### src/design/qpid_pkg.sv
// Shared types and constants of the four-channel incremental PID controller.
`timescale 1ns / 1ps
package qpid_pkg;
   localparam int NCH = 4;
   localparam int ERR_W = 17;
   localparam int ACC_W = 32;
   localparam int GAIN_W = 16;
   localparam int DRIVE_W = 24;
   localparam int OUTMAX_W = 23;
   // |acc| * limit stays below 2^62 whenever a rescale is due
   localparam int PROD_W = 62;

   localparam logic [1:0] CSR_KP = 2'd0;
   localparam logic [1:0] CSR_KI = 2'd1;
   localparam logic [1:0] CSR_KD = 2'd2;
   localparam logic [1:0] CSR_OUTMAX = 2'd3;

   // Datapath commands from the sequencer.
   typedef enum logic [2:0] {
      CMD_NONE,
      CMD_LOAD,   // capture the input word
      CMD_MAC,    // one multiply-accumulate step of the increment
      CMD_ACC,    // saturate and store accumulator, shift history
      CMD_MAX,    // fold one channel into the running maximum
      CMD_DIVST,  // start rescale of one channel (multiply)
      CMD_DIV,    // one restoring-division step
      CMD_DIVEND  // store the quotient
   } cmd_type;

   typedef struct packed {
      cmd_type    cmd;
      logic [1:0] ch;
      logic [1:0] term;
   } ctl_type;

   typedef struct packed {
      logic over;   // maximum exceeds limit
   } sts_type;
endpackage

### src/design/quad_incremental_pid_scaled_top.sv
// Top level of the four-channel incremental PID speed controller.
`timescale 1ns / 1ps
// Each request word carries four targets and four encoder readings; the block
// updates four Q24.8 drive accumulators with an incremental PID term, finds the
// largest absolute drive and, above out_max, rescales all four by
// out_max/maxabs (truncating toward zero). One response word with the four
// integer drives follows. The block takes no new request word until the
// response has been accepted. One shared 16x20 multiplier walks three terms
// per channel, the maximum is folded in one channel at a time, and each
// rescaled channel runs through a 62-step restoring divider.
// Registers: 0 kp, 1 ki, 2 kd (four Q8.8 gains each, channel 0 lowest), 3 out_max.
module quad_incremental_pid_scaled_top #(
   parameter int GAIN_FRACTION_BITS = 8
) (
   input  logic          clock,
   input  logic          reset,
   input  logic          req_tvalid,
   output logic          req_tready,
   // target_0..3, measured_0..3 from bit 0 up, 16 bits each
   input  logic [127:0]  req_tdata,
   output logic          rsp_tvalid,
   input  logic          rsp_tready,
   // drive_0..3 from bit 0 up, 24 bits each
   output logic [95:0]   rsp_tdata,
   input  logic          csr_valid,
   output logic          csr_ready,
   input  logic [1:0]    csr_index,
   input  logic [63:0]   csr_data
);
   qpid_pkg::ctl_type ctl;
   qpid_pkg::sts_type sts;
   logic busy, done;

   assign req_tready = !busy;
   assign rsp_tvalid = done;
   assign csr_ready  = 1'b1;

   qpid_ctrl u_ctrl (
      .clock(clock), .reset(reset),
      .start(req_tvalid && req_tready),
      .sts(sts), .rsp_taken(rsp_tready),
      .ctl(ctl), .busy(busy), .done(done)
   );

   qpid_dp #(.GAIN_FRACTION_BITS(GAIN_FRACTION_BITS)) u_dp (
      .clock(clock), .reset(reset), .ctl(ctl),
      .in_word(req_tdata),
      .csr_we(csr_valid), .csr_idx(csr_index), .csr_data(csr_data),
      .sts(sts), .drive_word(rsp_tdata)
   );
endmodule

### src/design/qpid_ctrl.sv
// Sequencer of the four-channel incremental PID controller.
`timescale 1ns / 1ps
module qpid_ctrl (
   input  logic             clock,
   input  logic             reset,
   input  logic             start,
   input  qpid_pkg::sts_type sts,
   input  logic             rsp_taken,
   output qpid_pkg::ctl_type ctl,
   output logic             busy,
   output logic             done
);
   typedef enum logic [2:0] {S_IDLE, S_MAC, S_ACC, S_MAX, S_DST, S_DIV, S_DEND, S_OUT}
      state_type;

   state_type state_ff, state_in;
   logic [1:0] ch_ff, ch_in;
   logic [1:0] term_ff, term_in;
   logic [5:0] step_ff, step_in;

   always_comb begin
      state_in = state_ff;
      ch_in    = ch_ff;
      term_in  = term_ff;
      step_in  = step_ff;
      ctl      = '{cmd: qpid_pkg::CMD_NONE, ch: ch_ff, term: term_ff};
      unique case (state_ff)
         S_IDLE: begin
            if (start) begin
               ctl.cmd  = qpid_pkg::CMD_LOAD;
               state_in = S_MAC;
               ch_in    = '0;
               term_in  = '0;
            end
         end
         S_MAC: begin
            ctl.cmd = qpid_pkg::CMD_MAC;
            if (term_ff == 2'd2) begin
               term_in  = '0;
               state_in = S_ACC;
            end else begin
               term_in = term_ff + 2'd1;
            end
         end
         S_ACC: begin
            ctl.cmd = qpid_pkg::CMD_ACC;
            ch_in   = ch_ff + 2'd1;
            state_in = (ch_ff == 2'd3) ? S_MAX : S_MAC;
         end
         S_MAX: begin
            ctl.cmd = qpid_pkg::CMD_MAX;
            ch_in   = ch_ff + 2'd1;
            if (ch_ff == 2'd3) state_in = S_DST;
         end
         S_DST: begin
            if (!sts.over) begin
               state_in = S_OUT;
            end else begin
               ctl.cmd  = qpid_pkg::CMD_DIVST;
               step_in  = '0;
               state_in = S_DIV;
            end
         end
         S_DIV: begin
            ctl.cmd = qpid_pkg::CMD_DIV;
            step_in = step_ff + 6'd1;
            if (step_ff == 6'(qpid_pkg::PROD_W - 1)) state_in = S_DEND;
         end
         S_DEND: begin
            ctl.cmd  = qpid_pkg::CMD_DIVEND;
            ch_in    = ch_ff + 2'd1;
            state_in = (ch_ff == 2'd3) ? S_OUT : S_DST;
         end
         S_OUT: begin
            if (rsp_taken) state_in = S_IDLE;
         end
         default: state_in = S_IDLE;
      endcase
   end

   always_ff @(posedge clock) begin
      if (reset) begin
         state_ff <= S_IDLE;
         ch_ff    <= '0;
         term_ff  <= '0;
         step_ff  <= '0;
      end else begin
         state_ff <= state_in;
         ch_ff    <= ch_in;
         term_ff  <= term_in;
         step_ff  <= step_in;
      end
   end

   assign busy = (state_ff != S_IDLE);
   assign done = (state_ff == S_OUT);
endmodule

### src/design/qpid_dp.sv
// Datapath of the four-channel incremental PID controller.
`timescale 1ns / 1ps
module qpid_dp #(
   parameter int GAIN_FRACTION_BITS = 8
) (
   input  logic                clock,
   input  logic                reset,
   input  qpid_pkg::ctl_type   ctl,
   input  logic [127:0]        in_word,
   input  logic                csr_we,
   input  logic [1:0]          csr_idx,
   input  logic [63:0]         csr_data,
   output qpid_pkg::sts_type   sts,
   output logic [95:0]         drive_word
);
   localparam int F = GAIN_FRACTION_BITS;
   localparam int LIM_W = qpid_pkg::OUTMAX_W + F;
   localparam int NUM_W = qpid_pkg::PROD_W;

   logic [63:0] kp_ff, ki_ff, kd_ff;
   logic [qpid_pkg::OUTMAX_W-1:0] omax_ff;
   logic signed [15:0] tgt_ff [qpid_pkg::NCH];
   logic signed [15:0] meas_ff [qpid_pkg::NCH];
   logic signed [qpid_pkg::ERR_W-1:0] e1_ff [qpid_pkg::NCH];
   logic signed [qpid_pkg::ERR_W-1:0] e2_ff [qpid_pkg::NCH];
   logic signed [qpid_pkg::ACC_W-1:0] acc_ff [qpid_pkg::NCH];
   logic signed [39:0] inc_ff;
   logic [32:0] max_ff;
   // division: remainder and shifting dividend/quotient register
   logic [NUM_W-1:0] dvd_ff;
   logic [33:0] rem_ff;
   logic        neg_ff;

   logic [1:0] c;
   logic signed [qpid_pkg::ERR_W-1:0] e, e1, e2;
   logic signed [19:0] opnd;
   logic signed [15:0] gsel;
   logic [63:0] gp;
   logic signed [35:0] prod;
   logic signed [40:0] sum;
   logic [32:0] absv;
   logic [LIM_W-1:0] limit;
   logic [32:0] mag;
   logic [NUM_W-1:0] num;
   logic [34:0] trial;

   assign c  = ctl.ch;
   assign e  = 17'(tgt_ff[c]) - 17'(meas_ff[c]);
   assign e1 = e1_ff[c];
   assign e2 = e2_ff[c];
   assign limit = LIM_W'(omax_ff) << F;
   assign absv = acc_ff[c][31] ? 33'(-34'(acc_ff[c])) : {1'b0, acc_ff[c]};
   assign sts.over = ({23'd0, max_ff} > 56'(limit));

   always_comb begin
      unique case (ctl.term)
         2'd0: begin gp = kp_ff; opnd = 20'(e) - 20'(e1); end
         2'd1: begin gp = ki_ff; opnd = 20'(e); end
         default: begin gp = kd_ff; opnd = 20'(e) - (20'(e1) <<< 1) + 20'(e2); end
      endcase
      gsel = gp[16*c +: 16];
      prod = 36'(gsel) * 36'(opnd);
      sum  = 41'(acc_ff[c]) + 41'(inc_ff);
      mag  = acc_ff[c][31] ? 33'(-34'(acc_ff[c])) : {1'b0, acc_ff[c]};
      num  = NUM_W'(mag) * NUM_W'(limit);
      trial = {rem_ff, dvd_ff[NUM_W-1]} - {2'b0, max_ff};
   end

   always_ff @(posedge clock) begin
      if (reset) begin
         kp_ff <= '0; ki_ff <= '0; kd_ff <= '0;
         omax_ff <= 23'd10000;
         for (int i = 0; i < qpid_pkg::NCH; i++) begin
            e1_ff[i] <= '0; e2_ff[i] <= '0; acc_ff[i] <= '0;
         end
         inc_ff <= '0;
         max_ff <= '0;
      end else begin
         if (csr_we) begin
            unique case (csr_idx)
               qpid_pkg::CSR_KP: kp_ff <= csr_data;
               qpid_pkg::CSR_KI: ki_ff <= csr_data;
               qpid_pkg::CSR_KD: kd_ff <= csr_data;
               qpid_pkg::CSR_OUTMAX: omax_ff <= csr_data[22:0];
               default: ;
            endcase
         end
         unique case (ctl.cmd)
            qpid_pkg::CMD_LOAD: begin
               for (int i = 0; i < qpid_pkg::NCH; i++) begin
                  tgt_ff[i]  <= in_word[16*i +: 16];
                  meas_ff[i] <= in_word[64 + 16*i +: 16];
               end
               inc_ff <= '0;
               max_ff <= '0;
            end
            qpid_pkg::CMD_MAC: inc_ff <= inc_ff + 40'(prod);
            qpid_pkg::CMD_ACC: begin
               if (sum > 41'sh07FFFFFFF) acc_ff[c] <= 32'sh7FFFFFFF;
               else if (sum < -41'sh080000000) acc_ff[c] <= 32'sh80000000;
               else acc_ff[c] <= sum[31:0];
               e2_ff[c] <= e1;
               e1_ff[c] <= e;
               inc_ff   <= '0;
            end
            qpid_pkg::CMD_MAX: if (absv > max_ff) max_ff <= absv;
            qpid_pkg::CMD_DIVST: begin
               dvd_ff <= num;
               rem_ff <= '0;
               neg_ff <= acc_ff[c][31];
            end
            qpid_pkg::CMD_DIV: begin
               if (!trial[34]) begin
                  rem_ff <= trial[33:0];
                  dvd_ff <= {dvd_ff[NUM_W-2:0], 1'b1};
               end else begin
                  rem_ff <= {rem_ff[32:0], dvd_ff[NUM_W-1]};
                  dvd_ff <= {dvd_ff[NUM_W-2:0], 1'b0};
               end
            end
            qpid_pkg::CMD_DIVEND:
               acc_ff[c] <= neg_ff ? 32'(-dvd_ff[31:0]) : dvd_ff[31:0];
            default: ;
         endcase
      end
   end

   always_comb begin
      for (int i = 0; i < qpid_pkg::NCH; i++)
         drive_word[24*i +: 24] = 24'(acc_ff[i] >>> F);
   end
endmodule
### config.mk
export PLATFORM = sky130hd
export DESIGN_NAME = quad_incremental_pid_scaled_top
export DESIGN_NICKNAME = d
export VERILOG_FILES = /design/src/design/qpid_pkg.sv /design/src/design/quad_incremental_pid_scaled_top.sv /design/src/design/qpid_ctrl.sv /design/src/design/qpid_dp.sv
export SDC_FILE = /design/constraint.sdc
export NUM_CORES = 2
export LEC_CHECK = 0
export BUFFER_PORTS_ARGS = -buffer_cell sky130_fd_sc_hd__buf_2
export CORE_AREA = 4 4 422 340
export CTS_CLUSTER_DIAMETER = 100
export CTS_CLUSTER_SIZE = 40
export DETAILED_ROUTE_END_ITERATION = 6
export DIE_AREA = 0 0 426 344
export GPL_ROUTABILITY_DRIVEN = 0
export HOLD_SLACK_MARGIN = 0.08
export PLACE_DENSITY = 0.78
export SYNTH_ARGS = -nofsm -noshare
export SYNTH_HDL_FRONTEND = slang
export SYNTH_SLANG_ARGS = --single-unit
### constraint.sdc
create_clock -name clock -period 14.02 [get_ports clock]
set_input_delay 2.804 -clock clock [delete_from_list [all_inputs] [get_ports clock]]
set_output_delay 2.804 -clock clock [all_outputs]
set_load 0.01 [all_outputs]
==> impl_metrics.yaml <==
routing:
  viasPerCell: 6.037
  wl_per_cell_um: 22.05
  route.vias.total: 63230
  drtAntennaViolNets: 0
  drcViolationCount: 2
  routed_wl_um: 230900
  drt-pass1-iter-count: 7
  drt_iter0_markers: 7231
sta:
  fmax_ghz: 0.07726
  worstMarginPinSlew_ns: 1.359
  fin_worst_skew_ns: 0.07570
  finalSetupTns_ns: 0
  rsz0062_at_grt: "no"
  post-route-period-util: 0.9232
  fin_worst_hold_slack_ns: 0.4635
  setup_viol: 0
  fin_ws_ns: 1.076
  post-route-min-period_ns: 12.94
  hold_viol_final: 0
  relSlewSlack: 0.09420
  slew_violations: 0
floorplan:
  die_width_um: 426
  die_y_um: 344
  die-area_mm2: 0.1465
  rows: 123
  io_pins: 298
  coreArea_mm2: 0.1397
  initial_core_util: 0.5752
place:
  port_buffers: 296
  place_ws_ns: 1.100
  dpl.hpwl_um: 176200
yosys:
  synth_xor_area_frac: 0.02750
  synthCells: 8605
  synth_top_family_by_area: "adder cells"
  synth_ff_type: "edfxtp_1"
  synth.avg_cell_area_um2: 9.341
  async_flop_share: 0
  synth-compound-area-share: 0.09660
  synth-edff-count: 489
  synth_simple_gate_area_frac: 0.1429
  synth_area_leader_cell: "fa_1"
  synthDistinctLibCells: 96
  muxShareOfSynthArea: 0.05082
  synth_commonest_cells: "nand2_1 (1436), inv_1 (1319), fa_1 (1036)"
  synth-seq-cells: 792
  synth_most_common_cell: "nand2_1"
  synthAdderAreaFrac: 0.3321
  synth_area_leaders: "fa_1 (26%), edfxtp_1 (18%), dfxtp_1 (7.5%)"
  netlist_area_mm2: 0.08038
  ys_warn_count: 0
  yosysSeqAreaShare: 0.2581
  yosys.area.top_type_share: 0.2580
cells_and_area:
  syn_to_final_growth_pct: 4.967
  nFillCells: 11490
  fin_nets: 10260
  drive_above_1_share: 0.08518
  regArea_mm2: 0.02077
  multi_input_area_mm2: 0.05269
setup_path:
  path_buf_inv: 6
  cp.required_ns: 14.67
  start_kind: "flop"
  reg2regPathDepth: 43
  path_delay_family: "adder cells"
  crit_type: "reg -> reg"
  timing.rr.end: "u_dp.inc_ff[39]$_SDFFE_PP0P_"
  end_kind: "flop"
  critical_path.max_fanout: 18
  cp_slowest_cell: "dfxtp_4"
  regToRegSetupSlack_ns: 1.08
  critical_path.max_stage_delay_ns: 0.64
  cp.depth: 43
  worstPathArrival_ns: 13.59
  crit_top_cell: "fa_1"
  critPathCapture: "u_dp.inc_ff[39]$_SDFFE_PP0P_"
cts:
  clock-sinks: 792
  clk_latency_ns: 0.73
  cts_buffer_depth: 3
  tritoncts: "yes"
  cts-root-buf: "clkbuf_16"
  path_clk_slew_ns: 0.15
  cts_hold_buf: 0
  cts_buffers: 29
  h-tree-depth: 1
flow_run:
  cap_violations: 0
grt:
  grt_pass1_wl_um: 359000
  grt_pass1_vias: 63610
  grt-ovfl-total: 0
  antenna_found_initial: 35
  grt_usage: 0.3127
  grt_max_degree: 120
run_status:
  violations: "design-rule violations"
  status: "finished, violations left"
min_path:
  hp-class: "reg -> reg"
-- cells by family (layout without fill, tap and decap cells) --
| group | count (synthesis) | in the layout |
|---|---|---|
| AO/OA/AOI/OAI | 1269 | 1269 |
| XOR/XNOR | 250 | 250 |
| adder cells (fa/ha/maj) | 1512 | 1512 |
| buffers and inverters | 1851 | 1795 |
| flip-flops | 792 | 792 |
| multiplexers | 265 | 265 |
| other | 2 | 52 |
| AND/OR/NAND/NOR | 2664 | 2664 |
-- flip-flops by register name (all words and copies together), names as in the netlist, named ones only --
| signal | count |
|---|---|
| u_ctrl.ch_ff | 2 |
| u_ctrl.state_ff | 3 |
| u_ctrl.step_ff | 6 |
| u_ctrl.term_ff | 2 |
| u_dp.acc_ff | 128 |
| u_dp.dvd_ff | 62 |
| u_dp.e1_ff | 68 |
| u_dp.e2_ff | 68 |
| u_dp.inc_ff | 40 |
| u_dp.kd_ff | 64 |
| u_dp.ki_ff | 64 |
| u_dp.kp_ff | 64 |
| u_dp.max_ff | 33 |
| u_dp.meas_ff | 64 |
| u_dp.neg_ff | 1 |
| u_dp.omax_ff | 23 |
| u_dp.rem_ff | 34 |
| u_dp.tgt_ff | 64 |
-- metal layers --
metal,up-vias,share of wire,GRT usage
met4,12,0.037,0.09963
li1,27560,-,-
met3,537,0.14,0.1032
met1,31240,0.39,0.4324
met5,-,0.00033,0
met2,3889,0.43,0.4695
-- final cells by class --
class | count | share of cell area
multi-input cells | 5983 | 0.6245
flip-flops and latches | 792 | 0.2462
inverters | 1321 | 0.05877
repair buffers | 421 | 0.02909
well taps | 1875 | 0.02780
clock buffers | 38 | 0.009253
clock inverters | 15 | 0.003603
diodes | 29 | 0.0008601
-- through the flow --
stage          instances  cell area (µm²)    util
2_1_floorplan       8626            80460       -
3_3_place_gp       10390            83200  0.5954
3_5_place_dp       10390            83200  0.5954
4_1_cts            10440            84280  0.6031
5_1_grt            10460            84340  0.6036
6_report           10470            84380  0.6038
-- how the worst min path moves through the flow --
stage	from	endpoint	slack (ns)	cells past startpoint
6_report	u_dp.ki_ff[19]$_SDFFE_PP0P_	u_dp.ki_ff[19]$_SDFFE_PP0P_	0.46	2
5_1_grt	u_dp.kp_ff[8]$_SDFFE_PP0P_	u_dp.kp_ff[8]$_SDFFE_PP0P_	0.48	2
4_1_cts	u_dp.kp_ff[8]$_SDFFE_PP0P_	u_dp.kp_ff[8]$_SDFFE_PP0P_	0.46	2
3_5_place_dp	u_dp.kp_ff[8]$_SDFFE_PP0P_	u_dp.kp_ff[8]$_SDFFE_PP0P_	0.45	2
3_3_place_gp	u_dp.ki_ff[12]$_SDFFE_PP0P_	u_dp.ki_ff[12]$_SDFFE_PP0P_	0.44	2
2_1_floorplan	u_dp.ki_ff[12]$_SDFFE_PP0P_	u_dp.ki_ff[12]$_SDFFE_PP0P_	0.43	2
-- layout by cell type (no fill, tap or decap), types with 34 or more instances in the layout --
master / n
nand2_1: 1436
inv_1: 1319
fa_1: 1036
nor2_1: 618
a21oi_1: 511
edfxtp_1: 489
ha_1: 476
buf_2: 295
dfxtp_1: 295
o21ai_0: 188
and2_1: 159
xnor2_1: 124
o22ai_1: 123
buf_4: 123
a21o_1: 117
mux4_2: 110
mux2i_1: 110
xor2_1: 94
nand3_1: 89
nand2b_1: 71
nor3_1: 62
mux2_2: 45
nor2b_1: 45
o21a_1: 41
o21bai_1: 35
o31ai_1: 34
-- repair_timing --
item | in CTS | in global routing
hold endpoints to repair | 0 | 0
endpoints found under the setup margin | 0 | 1
setup buffers | 0 | 1
gates resized for setup | 0 | 0
-- worst reg2reg max path: cells and delay by family (launching register included) --
kind            cells  cell delay, ns
fa+ha+maj          11            4.85
compound gates     16            3.95
simple gates        7            1.61
xor+xnor            2            0.85
flops               1            0.64
mux                 1            0.56
buf+inv             6            0.38
Power is not shown: default switching activity piles up to over one toggle a cycle in this logic, so the estimate is an artifact.
